--- config.mk ---
export PLATFORM = sky130hd
export DESIGN_NAME = block_int8_requantize_tile_unit
export DESIGN_NICKNAME = d
export VERILOG_FILES = /design/src/design/brq_pkg.sv /design/src/design/brq_decode.sv /design/src/design/brq_mul.sv /design/src/design/brq_norm.sv /design/src/design/brq_round.sv /design/src/design/block_int8_requantize_tile_unit.sv
export VERILOG_INCLUDE_DIRS = /design/src /design/src/design
export SDC_FILE = /design/constraint.sdc
export NUM_CORES = 2
export LEC_CHECK = 0
export BUFFER_PORTS_ARGS = -buffer_cell sky130_fd_sc_hd__buf_2
export CORE_MARGIN = 2
export CORE_UTILIZATION = 50
export DETAILED_ROUTE_END_ITERATION = 10
export GPL_ROUTABILITY_DRIVEN = 0
export PLACE_DENSITY_LB_ADDON = 0.15
export SLEW_MARGIN = 20
export SYNTH_ARGS = -nofsm -noshare
export SYNTH_HDL_FRONTEND = slang
export SYNTH_SLANG_ARGS = --single-unit
--- constraint.sdc ---
create_clock -name clk -period 6.4 [get_ports clk]
set_input_delay 0.32 -clock clk [delete_from_list [all_inputs] [get_ports clk]]
set_output_delay 0.32 -clock clk [all_outputs]
set_load 0.02 [all_outputs]
--- src/design/block_int8_requantize_tile_unit_macros.svh ---
// Assertion helpers for the top-level design file.
`ifndef BLOCK_INT8_REQUANTIZE_TILE_UNIT_MACROS_SVH
`define BLOCK_INT8_REQUANTIZE_TILE_UNIT_MACROS_SVH

// Same-cycle implication on clk, held off during reset.
`define BRQ_ASSERT_IMP(label, ante, cons, msg) \
    label: assert property (@(posedge clk) disable iff (!rst_n) (ante) |-> (cons)) \
        else $error(msg);

// Next-cycle implication on clk, held off during reset.
`define BRQ_ASSERT_NXT(label, ante, cons, msg) \
    label: assert property (@(posedge clk) disable iff (!rst_n) (ante) |=> (cons)) \
        else $error(msg);

`endif

--- src/design/brq_pkg.sv ---
// ============================================================================
// brq_pkg
// Types and constants of the int8 requantize / tile index pipeline.
// ============================================================================
package brq_pkg;

    localparam int MAX_K    = 4096;
    localparam int K_W      = 13;
    localparam int IDX_W    = 24;
    localparam int CFG_W    = 32;
    localparam int M1_W     = 19;
    localparam int MF_W     = 24;
    localparam int PROD_W   = 43;
    localparam int EXP_W    = 10;
    localparam int MANT_W   = 25;

    // configuration register indexes
    localparam logic CFG_K_SIZE = 1'b0;
    localparam logic CFG_SCALE  = 1'b1;

    typedef struct packed {
        logic [11:0]       weight_row;
        logic [11:0]       weight_col;
        logic [15:0]       block_scale;
        logic signed [7:0] quant_value;
    } brq_in_t;

    typedef struct packed {
        logic [IDX_W-1:0]  dest_index;
        logic signed [7:0] dest_value;
    } brq_out_t;

    typedef struct packed {
        logic [K_W-1:0]   k_size;
        logic [CFG_W-1:0] gain_bits;
    } brq_cfg_t;

    typedef struct packed {
        logic is_nan;
        logic is_inf;
        logic neg;
    } brq_flags_t;

    typedef struct packed {
        logic [IDX_W-1:0]        idx;
        brq_flags_t              flags;
        logic [M1_W-1:0]         m1;
        logic [MF_W-1:0]         mf;
        logic signed [EXP_W-1:0] exp_s;
    } brq_s1_t;

    typedef struct packed {
        logic [IDX_W-1:0]        idx;
        brq_flags_t              flags;
        logic [PROD_W-1:0]       prod;
        logic signed [EXP_W-1:0] exp_s;
    } brq_s2_t;

    typedef struct packed {
        logic [IDX_W-1:0]        idx;
        brq_flags_t              flags;
        logic                    is_zero;
        logic [PROD_W-1:0]       norm;
        logic signed [EXP_W-1:0] exp_e;
    } brq_s3_t;

    typedef struct packed {
        logic [IDX_W-1:0]        idx;
        brq_flags_t              flags;
        logic                    is_zero;
        logic [MANT_W-1:0]       mant;
        logic signed [EXP_W-1:0] exp_e;
    } brq_s4_t;

endpackage

--- src/design/brq_decode.sv ---
// ============================================================================
// brq_decode
// Stage 1: float decode, |q| x half mantissa, special cases, tile index.
// ============================================================================
module brq_decode (
    input  logic              clk,
    input  logic              rst_n,
    input  logic              en,
    input  logic              in_valid,
    input  brq_pkg::brq_in_t  in_data,
    input  brq_pkg::brq_cfg_t cfg,
    output logic              valid_reg,
    output brq_pkg::brq_s1_t  data_reg
);
    import brq_pkg::*;

    logic [4:0]              hex;
    logic [9:0]              hman;
    logic [7:0]              fex;
    logic [22:0]             fman;
    logic [10:0]             mh;
    logic [7:0]              aq;
    logic signed [EXP_W-1:0] eh;
    logic signed [EXP_W-1:0] ef;
    logic                    d_inf, d_nan, d_zero, f_inf, f_nan, f_zero, q_zero;
    logic                    v_nan, v_inf, v_zero;
    logic [K_W-1:0]          k_sat;
    logic [14:0]             tile_prod;
    logic [IDX_W:0]          idx_full;
    brq_s1_t                 data_next;

    always_comb
    begin
        hex  = in_data.block_scale[14:10];
        hman = in_data.block_scale[9:0];
        fex  = cfg.gain_bits[30:23];
        fman = cfg.gain_bits[22:0];

        mh = (hex == 5'd0) ? {1'b0, hman} : {1'b1, hman};
        eh = (hex == 5'd0) ? -10'sd24 : ($signed({5'b0, hex}) - 10'sd25);
        data_next.mf    = (fex == 8'd0) ? {1'b0, fman} : {1'b1, fman};
        ef = (fex == 8'd0) ? -10'sd149 : ($signed({2'b0, fex}) - 10'sd150);
        aq = in_data.quant_value[7] ? (~in_data.quant_value + 8'd1) : in_data.quant_value;

        d_inf  = (hex == 5'h1F) && (hman == 10'd0);
        d_nan  = (hex == 5'h1F) && (hman != 10'd0);
        d_zero = (hex == 5'd0) && (hman == 10'd0);
        f_inf  = (fex == 8'hFF) && (fman == 23'd0);
        f_nan  = (fex == 8'hFF) && (fman != 23'd0);
        f_zero = (fex == 8'd0) && (fman == 23'd0);
        q_zero = (in_data.quant_value == 8'sd0);

        v_nan  = d_nan || (d_inf && q_zero);
        v_inf  = d_inf && !q_zero;
        v_zero = !d_inf && !d_nan && (q_zero || d_zero);

        data_next.flags.is_nan = v_nan || f_nan || (v_inf && f_zero) || (f_inf && v_zero);
        data_next.flags.is_inf = !data_next.flags.is_nan && (v_inf || f_inf);
        data_next.flags.neg    = in_data.quant_value[7] ^ in_data.block_scale[15]
                                 ^ cfg.gain_bits[31];

        // q * half is exact in single precision: 8 x 11 bit significand
        data_next.m1    = M1_W'(aq) * M1_W'(mh);
        data_next.exp_s = eh + ef;

        k_sat     = (cfg.k_size > K_W'(MAX_K)) ? K_W'(MAX_K) : cfg.k_size;
        tile_prod = 15'(in_data.weight_row[11:5]) * 15'(k_sat[12:5]);
        idx_full  = {tile_prod, 10'd0}
                  + (IDX_W+1)'({in_data.weight_col[11:5], 10'd0})
                  + (IDX_W+1)'({in_data.weight_row[4:0], 5'd0})
                  + (IDX_W+1)'(in_data.weight_col[4:0]);
        data_next.idx = idx_full[IDX_W-1:0];
    end

    always_ff @(posedge clk or negedge rst_n)
    begin
        if (!rst_n)
        begin
            valid_reg <= 1'b0;
        end
        else if (en)
        begin
            valid_reg <= in_valid;
        end
    end

    always_ff @(posedge clk)
    begin
        if (en)
        begin
            data_reg <= data_next;
        end
    end

endmodule

--- src/design/brq_mul.sv ---
// ============================================================================
// brq_mul
// Stage 2: exact product of value significand and scale factor significand.
// ============================================================================
module brq_mul (
    input  logic             clk,
    input  logic             rst_n,
    input  logic             en,
    input  logic             in_valid,
    input  brq_pkg::brq_s1_t in_data,
    output logic             valid_reg,
    output brq_pkg::brq_s2_t data_reg
);
    import brq_pkg::*;

    brq_s2_t data_next;

    always_comb
    begin
        data_next.idx   = in_data.idx;
        data_next.flags = in_data.flags;
        data_next.exp_s = in_data.exp_s;
        data_next.prod  = PROD_W'(in_data.m1) * PROD_W'(in_data.mf);
    end

    always_ff @(posedge clk or negedge rst_n)
    begin
        if (!rst_n)
        begin
            valid_reg <= 1'b0;
        end
        else if (en)
        begin
            valid_reg <= in_valid;
        end
    end

    always_ff @(posedge clk)
    begin
        if (en)
        begin
            data_reg <= data_next;
        end
    end

endmodule

--- src/design/brq_norm.sv ---
// ============================================================================
// brq_norm
// Stage 3: leading-zero count and normalizing shift, six binary steps.
// ============================================================================
module brq_norm (
    input  logic             clk,
    input  logic             rst_n,
    input  logic             en,
    input  logic             in_valid,
    input  brq_pkg::brq_s2_t in_data,
    output logic             valid_reg,
    output brq_pkg::brq_s3_t data_reg
);
    import brq_pkg::*;

    logic [63:0] t0, t1, t2, t3, t4, t5, t6;
    logic [5:0]  sh;
    brq_s3_t     data_next;

    always_comb
    begin
        t0 = {in_data.prod, 21'd0};
        sh = 6'd0;
        t1 = t0;
        if (t0[63:32] == 32'd0)
        begin
            t1 = {t0[31:0], 32'd0};
            sh[5] = 1'b1;
        end
        t2 = t1;
        if (t1[63:48] == 16'd0)
        begin
            t2 = {t1[47:0], 16'd0};
            sh[4] = 1'b1;
        end
        t3 = t2;
        if (t2[63:56] == 8'd0)
        begin
            t3 = {t2[55:0], 8'd0};
            sh[3] = 1'b1;
        end
        t4 = t3;
        if (t3[63:60] == 4'd0)
        begin
            t4 = {t3[59:0], 4'd0};
            sh[2] = 1'b1;
        end
        t5 = t4;
        if (t4[63:62] == 2'd0)
        begin
            t5 = {t4[61:0], 2'd0};
            sh[1] = 1'b1;
        end
        t6 = t5;
        if (t5[63] == 1'b0)
        begin
            t6 = {t5[62:0], 1'b0};
            sh[0] = 1'b1;
        end

        data_next.idx     = in_data.idx;
        data_next.flags   = in_data.flags;
        data_next.is_zero = (in_data.prod == '0);
        data_next.norm    = t6[63:21];
        // exponent of the leading bit
        data_next.exp_e   = in_data.exp_s + 10'sd42 - $signed({4'd0, sh});
    end

    always_ff @(posedge clk or negedge rst_n)
    begin
        if (!rst_n)
        begin
            valid_reg <= 1'b0;
        end
        else if (en)
        begin
            valid_reg <= in_valid;
        end
    end

    always_ff @(posedge clk)
    begin
        if (en)
        begin
            data_reg <= data_next;
        end
    end

endmodule

--- src/design/brq_round.sv ---
// ============================================================================
// brq_round
// Stage 4: round to single (nearest even). Stage 5: clamp, round half away
// from zero, special values; this stage is the output register.
// ============================================================================
module brq_round (
    input  logic              clk,
    input  logic              rst_n,
    input  logic              en_rnd,
    input  logic              en_out,
    input  logic              in_valid,
    input  brq_pkg::brq_s3_t  in_data,
    output logic              rnd_valid_reg,
    output logic              out_valid_reg,
    output brq_pkg::brq_out_t out_reg
);
    import brq_pkg::*;

    brq_s4_t     rnd_reg;
    brq_s4_t     rnd_next;
    brq_out_t    out_next;
    logic        inc;
    logic [3:0]  sa;
    logic [33:0] fixed_val;
    logic [33:0] sum;
    logic [7:0]  ipart;
    logic [6:0]  mag;

    always_comb
    begin
        inc = in_data.norm[18] && ((|in_data.norm[17:0]) || in_data.norm[19]);
        rnd_next.idx     = in_data.idx;
        rnd_next.flags   = in_data.flags;
        rnd_next.is_zero = in_data.is_zero;
        rnd_next.exp_e   = in_data.exp_e;
        rnd_next.mant    = {1'b0, in_data.norm[42:19]} + MANT_W'(inc);
    end

    always_comb
    begin
        // value = mant * 2^(exp_e-23); fixed point with 26 fraction bits
        sa        = 4'(rnd_reg.exp_e + 10'sd3);
        fixed_val = 34'(rnd_reg.mant) << sa;
        sum       = fixed_val + (34'd1 << 25);
        ipart     = sum[33:26];
        priority if (rnd_reg.is_zero || rnd_reg.exp_e < -10'sd2)
            mag = 7'd0;
        else if (rnd_reg.exp_e > 10'sd6 || ipart > 8'd127)
            mag = 7'd127;
        else
            mag = ipart[6:0];

        out_next.dest_index = rnd_reg.idx;
        priority if (rnd_reg.flags.is_nan)
            out_next.dest_value = -8'sd127;
        else if (rnd_reg.flags.is_inf)
            out_next.dest_value = rnd_reg.flags.neg ? -8'sd127 : 8'sd127;
        else
            out_next.dest_value = rnd_reg.flags.neg ? $signed(8'd0 - {1'b0, mag})
                                                    : $signed({1'b0, mag});
    end

    always_ff @(posedge clk or negedge rst_n)
    begin
        if (!rst_n)
        begin
            rnd_valid_reg <= 1'b0;
            out_valid_reg <= 1'b0;
        end
        else
        begin
            if (en_rnd)
            begin
                rnd_valid_reg <= in_valid;
            end
            if (en_out)
            begin
                out_valid_reg <= rnd_valid_reg;
            end
        end
    end

    always_ff @(posedge clk)
    begin
        if (en_rnd)
        begin
            rnd_reg <= rnd_next;
        end
        if (en_out)
        begin
            out_reg <= out_next;
        end
    end

endmodule

--- src/design/block_int8_requantize_tile_unit.sv ---
// Throughput: one item per cycle while result_stall is low; five pipeline
//   registers, each stage held by its own enable, so a stalled result only
//   backs up the full stages behind.
// Reset: rst_n asynchronous, active low; clears all stage valids and loads
//   k_size = 32, gain_bits = 0x42FE0000 (127.0). No clearing pass.
// ============================================================================
// block_int8_requantize_tile_unit
// Requantizes blockwise int8 weights (q * half scale * float factor, clamp,
// round half away) and forms the 32x32-tiled destination index.
// ============================================================================
module block_int8_requantize_tile_unit (
    input  logic                       clk,
    input  logic                       rst_n,
    input  logic                       item_valid,
    output logic                       item_stall,
    input  brq_pkg::brq_in_t           item,
    output logic                       result_valid,
    input  logic                       result_stall,
    output brq_pkg::brq_out_t          result,
    input  logic                       cfg_we,
    input  logic                       cfg_index,
    input  logic [brq_pkg::CFG_W-1:0]  cfg_data
);
    import brq_pkg::*;
    `include "block_int8_requantize_tile_unit_macros.svh"

    // Stages:
    //   1 decode   - half/single unpack, |q| x half significand, flags, index
    //   2 mul      - 19 x 24 exact product
    //   3 norm     - leading-zero count and shift
    //   4 round    - round to 24-bit significand, nearest even
    //   5 output   - clamp +-127, round half away, NaN -> -127

    logic [K_W-1:0]   k_size_reg;
    logic [CFG_W-1:0] gain_reg;
    brq_cfg_t         cfg;

    logic    v1, v2, v3, v4, v5;
    logic    en1, en2, en3, en4, en5;
    brq_s1_t s1;
    brq_s2_t s2;
    brq_s3_t s3;

    always_ff @(posedge clk or negedge rst_n)
    begin
        if (!rst_n)
        begin
            k_size_reg <= K_W'(32);
            gain_reg   <= 32'h42FE_0000;
        end
        else if (cfg_we)
        begin
            unique case (cfg_index)
                CFG_K_SIZE: k_size_reg <= cfg_data[K_W-1:0];
                CFG_SCALE:  gain_reg   <= cfg_data;
                default:    ;
            endcase
        end
    end

    assign cfg.k_size    = k_size_reg;
    assign cfg.gain_bits = gain_reg;

    // Stall chain: a stage moves when it is empty or the next one moves.
    assign en5 = !v5 || !result_stall;
    assign en4 = !v4 || en5;
    assign en3 = !v3 || en4;
    assign en2 = !v2 || en3;
    assign en1 = !v1 || en2;

    assign item_stall   = !en1;
    assign result_valid = v5;

    brq_decode u_decode (
        .clk       (clk),
        .rst_n     (rst_n),
        .en        (en1),
        .in_valid  (item_valid),
        .in_data   (item),
        .cfg       (cfg),
        .valid_reg (v1),
        .data_reg  (s1)
    );

    brq_mul u_mul (
        .clk       (clk),
        .rst_n     (rst_n),
        .en        (en2),
        .in_valid  (v1),
        .in_data   (s1),
        .valid_reg (v2),
        .data_reg  (s2)
    );

    brq_norm u_norm (
        .clk       (clk),
        .rst_n     (rst_n),
        .en        (en3),
        .in_valid  (v2),
        .in_data   (s2),
        .valid_reg (v3),
        .data_reg  (s3)
    );

    brq_round u_round (
        .clk           (clk),
        .rst_n         (rst_n),
        .en_rnd        (en4),
        .en_out        (en5),
        .in_valid      (v3),
        .in_data       (s3),
        .rnd_valid_reg (v4),
        .out_valid_reg (v5),
        .out_reg       (result)
    );

    // Input backs up only when the whole pipe is full behind a stalled beat.
    `BRQ_ASSERT_IMP(a_stall_full, item_stall, result_valid && result_stall && v1 && v4,
                    "item stall without a full, stalled pipe")
    // An accepted beat lands in stage 1.
    `BRQ_ASSERT_NXT(a_accept_s1, item_valid && !item_stall, v1,
                    "accepted beat lost at stage 1")
    // A bubble behind a taken result empties the output register.
    `BRQ_ASSERT_NXT(a_bubble_out, result_valid && !result_stall && !v4, !result_valid,
                    "result repeated after a bubble")
    // Requantized value never reaches -128.
    `BRQ_ASSERT_IMP(a_value_range, result_valid, result.dest_value != -8'sd128,
                    "dest_value out of range")

endmodule

## Word-level counts from Yosys, hierarchy flattened

Cells that the tools add are included.

| storage, ports and cells | value |
|---|---|
| input bits | 86 |
| flip-flop bits (word level) | 386 |
| logic and storage cells | 142 |
| output and inout port bits | 34 |

| operators by class | value |
|---|---|
| reduce and logical (&&, ||, !) cells | 55 |
| add/sub/neg operators | 13 |
| equal/unequal tests | 2 |
| multipliers | 3 |
| bitwise operators | 4 |
| shifts and indexed selects | 1 |
| magnitude comparators | 4 |
| multiplexer cells | 23 |

Operators with widths:

| cell | number |
|---|---|
| 2-to-1 mux 64 bit | 5 |
| 2-to-1 mux 63 bit | 1 |
| zero test 43 bit | 1 |
| multiplier 19 x 24 -> 43 bit | 1 |
| adder 34 x 26 -> 34 bit, second input constant | 1 |
| left shift 25 x 4 -> 34 bit | 1 |
| zero test 32 bit | 1 |
| 2-to-1 mux 8 bit | 4 |
| adder 24 x 1 -> 25 bit | 1 |
| adder 24 x 10 -> 24 bit | 1 |
| adder 24 x 17 -> 24 bit | 1 |
| adder 24 x 5 -> 24 bit | 1 |
| zero test 8 bit | 3 |
| 2-to-1 mux 24 bit | 1 |
| zero test 23 bit | 1 |
| nonzero test 23 bit | 1 |
| 2-to-1 mux 10 bit | 2 |
| multiplier 8 x 11 -> 19 bit | 1 |
| OR reduction 18 bit | 1 |
| zero test 16 bit | 1 |
| logical AND 1 bit | 14 |
| logical OR 1 bit | 14 |
| multiplier 7 x 8 -> 14 bit | 1 |
| 2-to-1 mux 7 bit | 2 |
| 27 further kinds | 44 |

## Longest topological paths before layout

| depth | value |
|---|---|
| word-level depth | 12 |
| gate-level depth with buffers | 26 |
| mapped depth without buffers | 25 |

## Cells and area by module

From an unflattened synthesis, not the netlist that was laid out.

| second synthesis, totals | value |
|---|---|
| cell total of the unflattened synthesis | 3520 |
| area total of the unflattened synthesis | 37090.6 µm² |

Modules (own cells, without submodules):

| module | cells each | instances | area an instance (µm²) |
|---|---|---|---|
| brq_mul | 1838 | 1 | 17361.7 |
| brq_decode | 794 | 1 | 8225.4 |
| brq_norm | 518 | 1 | 5684.2 |
| brq_round | 266 | 1 | 4085.2 |
| block_int8_requantize_tile_unit | 104 | 1 | 1734.2 |

## Worst setup path before layout

OpenSTA, ideal clock, no wires.

| timing path | value |
|---|---|
| path type | register to register |
| from | reg u_decode.data_reg[17] in the netlist's numbering |
| to | reg u_mul.data_reg[51] in the netlist's numbering, data pin |
| cell stages (with the launch flop) | 26 |
| setup slack | -0.240 ns |
| clock period less this slack | 6.640 ns |
| setup time | 0.265 ns |
| data arrival time | 6.375 ns |
| path through | edfxtp_1 -> clkbuf_1 -> nand2_1 -> fa_1 -> inv_1 -> fa_1 -> inv_1 -> fa_1 -> inv_1 -> fa_1 -> fa_1 -> inv_1 -> fa_1 -> inv_1 -> ha_1 -> clkbuf_1 -> a21o_1 -> a21o_1 -> a21o_1 -> a31oi_1 -> o21ai_1 -> a31oi_1 -> o31a_1 -> o41ai_1 -> nor4_1 -> or3_1 |

RTL lines:

| what | RTL line | source |
|---|---|---|
| start: declaration | brq_decode.sv:13 | `output brq_pkg::brq_s1_t data_reg` |
| start signal: assignment | brq_decode.sv:91 | `data_reg <= data_next;` |
| end signal: assignment | brq_mul.sv:42 | `data_reg <= data_next;` |
| end: declaration | brq_mul.sv:12 | `output brq_pkg::brq_s2_t data_reg` |

==> flow_summary.toml <==
[worst_setup_path]
r2r_start = "u_decode.data_reg[24]"
r2r-end = "u_mul.data_reg[51]"
max_stage_delay_ns = 0.55
cp_max_fo = 5
cp_common_cell = "fa_1"
crit_cells = 22
critPathTopFamily = "adder cells"
crit_buf_inv = 5
critPathRequiredTime_ns = 6.70
r2r_slack_ns = -0.14
cp.arrival_ns = 6.83
reg2reg_depth = 22
cp-endpoint = "u_mul.data_reg[51]"
cp_slowest_cell = "fa_1"
crit_type = "register to register"
crit_path_cell_trace = "buf_4 > and2_1 > fa_1 > fa_1 > inv_1 > fa_1 > inv_1 > fa_1 > fa_1 > inv_1 > fa_1 > inv_2 > ha_4 > and3_4 > and3_4 > a22o_1 > a31o_4 > a31oi_4 > o31a_1 > o41ai_4 > nor4_1 > or3_1"
cp-startpoint = "u_decode.data_reg[24]"
startpoint_type = "register"
critPathCaptureType = "register"

[timing]
fin_crit_ns = 6.54
setup_tns_ns = -0.181
period_share_pct = 102
fmax_mhz = 153
setup_slack_ns = -0.137
setup_viol = 2
max_slew_margin_pct = 30.0
finalClockSkew_ns = 0.0358
rsz0062_at_grt = "yes"
tightest_slew_ns = 1.05
hold_slack_ns = 0.0348
finalHoldViolCount = 0
maxSlewViolCount = 0

[clocking]
clkSinkCount = 353
clockRootBuffer = "clkbuf_16"
worstSkewPairLatency_ns = 0.58
clk_pin_slew_ns = 0.06
h-tree-depth = 2
cts_buffer_depth = 3
cts_buffers = 40
cts_tree = "yes"

[die]
initial_utilization_pct = 50.3
ios = 120
die_h_um = 269
die_area_um2 = 72500
placementRows = 97
die_x_um = 269
core_um2 = 69900

[finish]
synthToLayoutAreaGrowth_pct = 15.3
layout_common_cells = "620 x inv_1, 440 x fa_1, 376 x nand2_1"
nNetsFinal = 4411
layout-drive-gt1-share_pct = 16.6
antenna_cells = 0
fin_cells = 4602
final_common_cell = "inv_1"
final_util_pct = 58.0

[placed_design]
placed_cells = 4446
dp_hpwl_mm = 66.0
io_buffers = 119

[run_status]
status = "finished with violations"
violations = "negative setup slack"

[global_route]
antenna_found_initial = 1
grt_pass1_vias = 25876
overflow = 0
grt_pass1_wl_mm = 134
globalRouteTotalUtil_pct = 22.9
grt_max_degree = 82

[logic_synthesis]
ys_top_cells_by_area = "edfxtp_1 26%, fa_1 26%, ha_1 8.4%, inv_1 6.8%, and2_1 5.3%"
ys_types = 100
synth-seq-area-share_pct = 29.5
ys_seq_elements = 353
synthCells = 3344
ys_warn_count = 0
synthesis.area_per_instance_um2 = 10.5
synth_enable_flop_cells = 308
synth_area_um2 = 35200
synth_top_area_share_pct = 26.3
synth_flop_cell = "edfxtp_1"
synthArstFlopShare_pct = 12.7
yosys.area.top_type = "edfxtp_1"
syn_nets = 4124

[job]
cap_violations = 0

[detailed_routing]
dr.pass1.iters = 9
drt-initial-drc-count = 1484
wl_mm = 82.1
vias = 24284
route.detailed.drc = 0
vias_per_cell = 5.28
wire_per_inst_um = 17.8
ant_nets = 0

[worst_hold_path]
hold_class = "input port to register"
==> synthesized netlist by cell type (all sizes together), types with 24 or more instances <==
cell,count
a21o,38
a21oi,100
and2,299
buf,28
clkbuf,93
dfrtp,35
edfxtp,308
fa,458
ha,236
inv,640
mux2,53
mux2i,51
nand2,378
nand2b,24
nand3,30
nor2,77
nor2b,33
nor3,29
o21ai,59
xnor2,80
xor2,42
==> final cells by class <==
class | instances | area (um^2)
repair buffers | 366 | 2840
clock inverters | 27 | 274
fillers | 5924 | 29300
flip-flops and latches | 353 | 10400
inverters | 640 | 2410
clock buffers | 46 | 1070
multi-input cells | 2230 | 22400
well taps | 940 | 1180
==> logic make-up (layout without fill, tap and decap cells) <==
group                    Yosys count  in the layout  synth area share (%)
flip-flops                       353            353                  29.5
AO/OA/AOI/OAI                    336            336                  6.53
XOR/XNOR                         123            123                  3.14
multiplexers                     118            118                  4.05
buffers and inverters            761           1079                  8.24
AND/OR/NAND/NOR                  959            959                  14.1
adder cells (fa/ha/maj)          694            694                  34.5
==> layer usage <==
layer / track usage, % / vias to the layer above / part of all wire (%)
li1: - / 11314 / -
met1: 29.2 / 12179 / 42
met2: 40.8 / 625 / 50
met3: 2.80 / 166 / 4.7
met4: 7.12 / 0 / 3.3
met5: 0 / - / 0
==> how the worst min path moves through the flow <==
stage                                     start                  to  cells after the start
after floorplan                           rst_n         gain_reg[0]                      0
after detailed placement  u_decode.data_reg[64]  u_mul.data_reg[64]                      0
after CTS                          cfg_data[18]        gain_reg[18]                      2
final                               cfg_data[7]         gain_reg[7]                      2
after global routing               cfg_data[18]        gain_reg[18]                      2
after global placement    u_decode.data_reg[66]  u_mul.data_reg[66]                      0
==> through the flow <==
stage,area [um^2],setup slack [ns]
global placement,38000,-0.147
floorplan,35300,0.0138
global route,40600,-0.324
finish,40600,-0.137
detailed placement,38000,-0.248
CTS,40000,-0.0481
==> repair_timing <==
item | 4_1_cts | 5_1_grt
hold endpoints to repair | 52 | 0
gates cloned | 1 | 0
setup endpoints to repair | 10 | 13
hold buffers | 35 | 0
resized for setup | 34 | 110
setup buffers | 26 | 22
pin swaps | 17 | 55
Power is not shown: default switching activity piles up to over one toggle a cycle in this logic, so the estimate is an artifact.
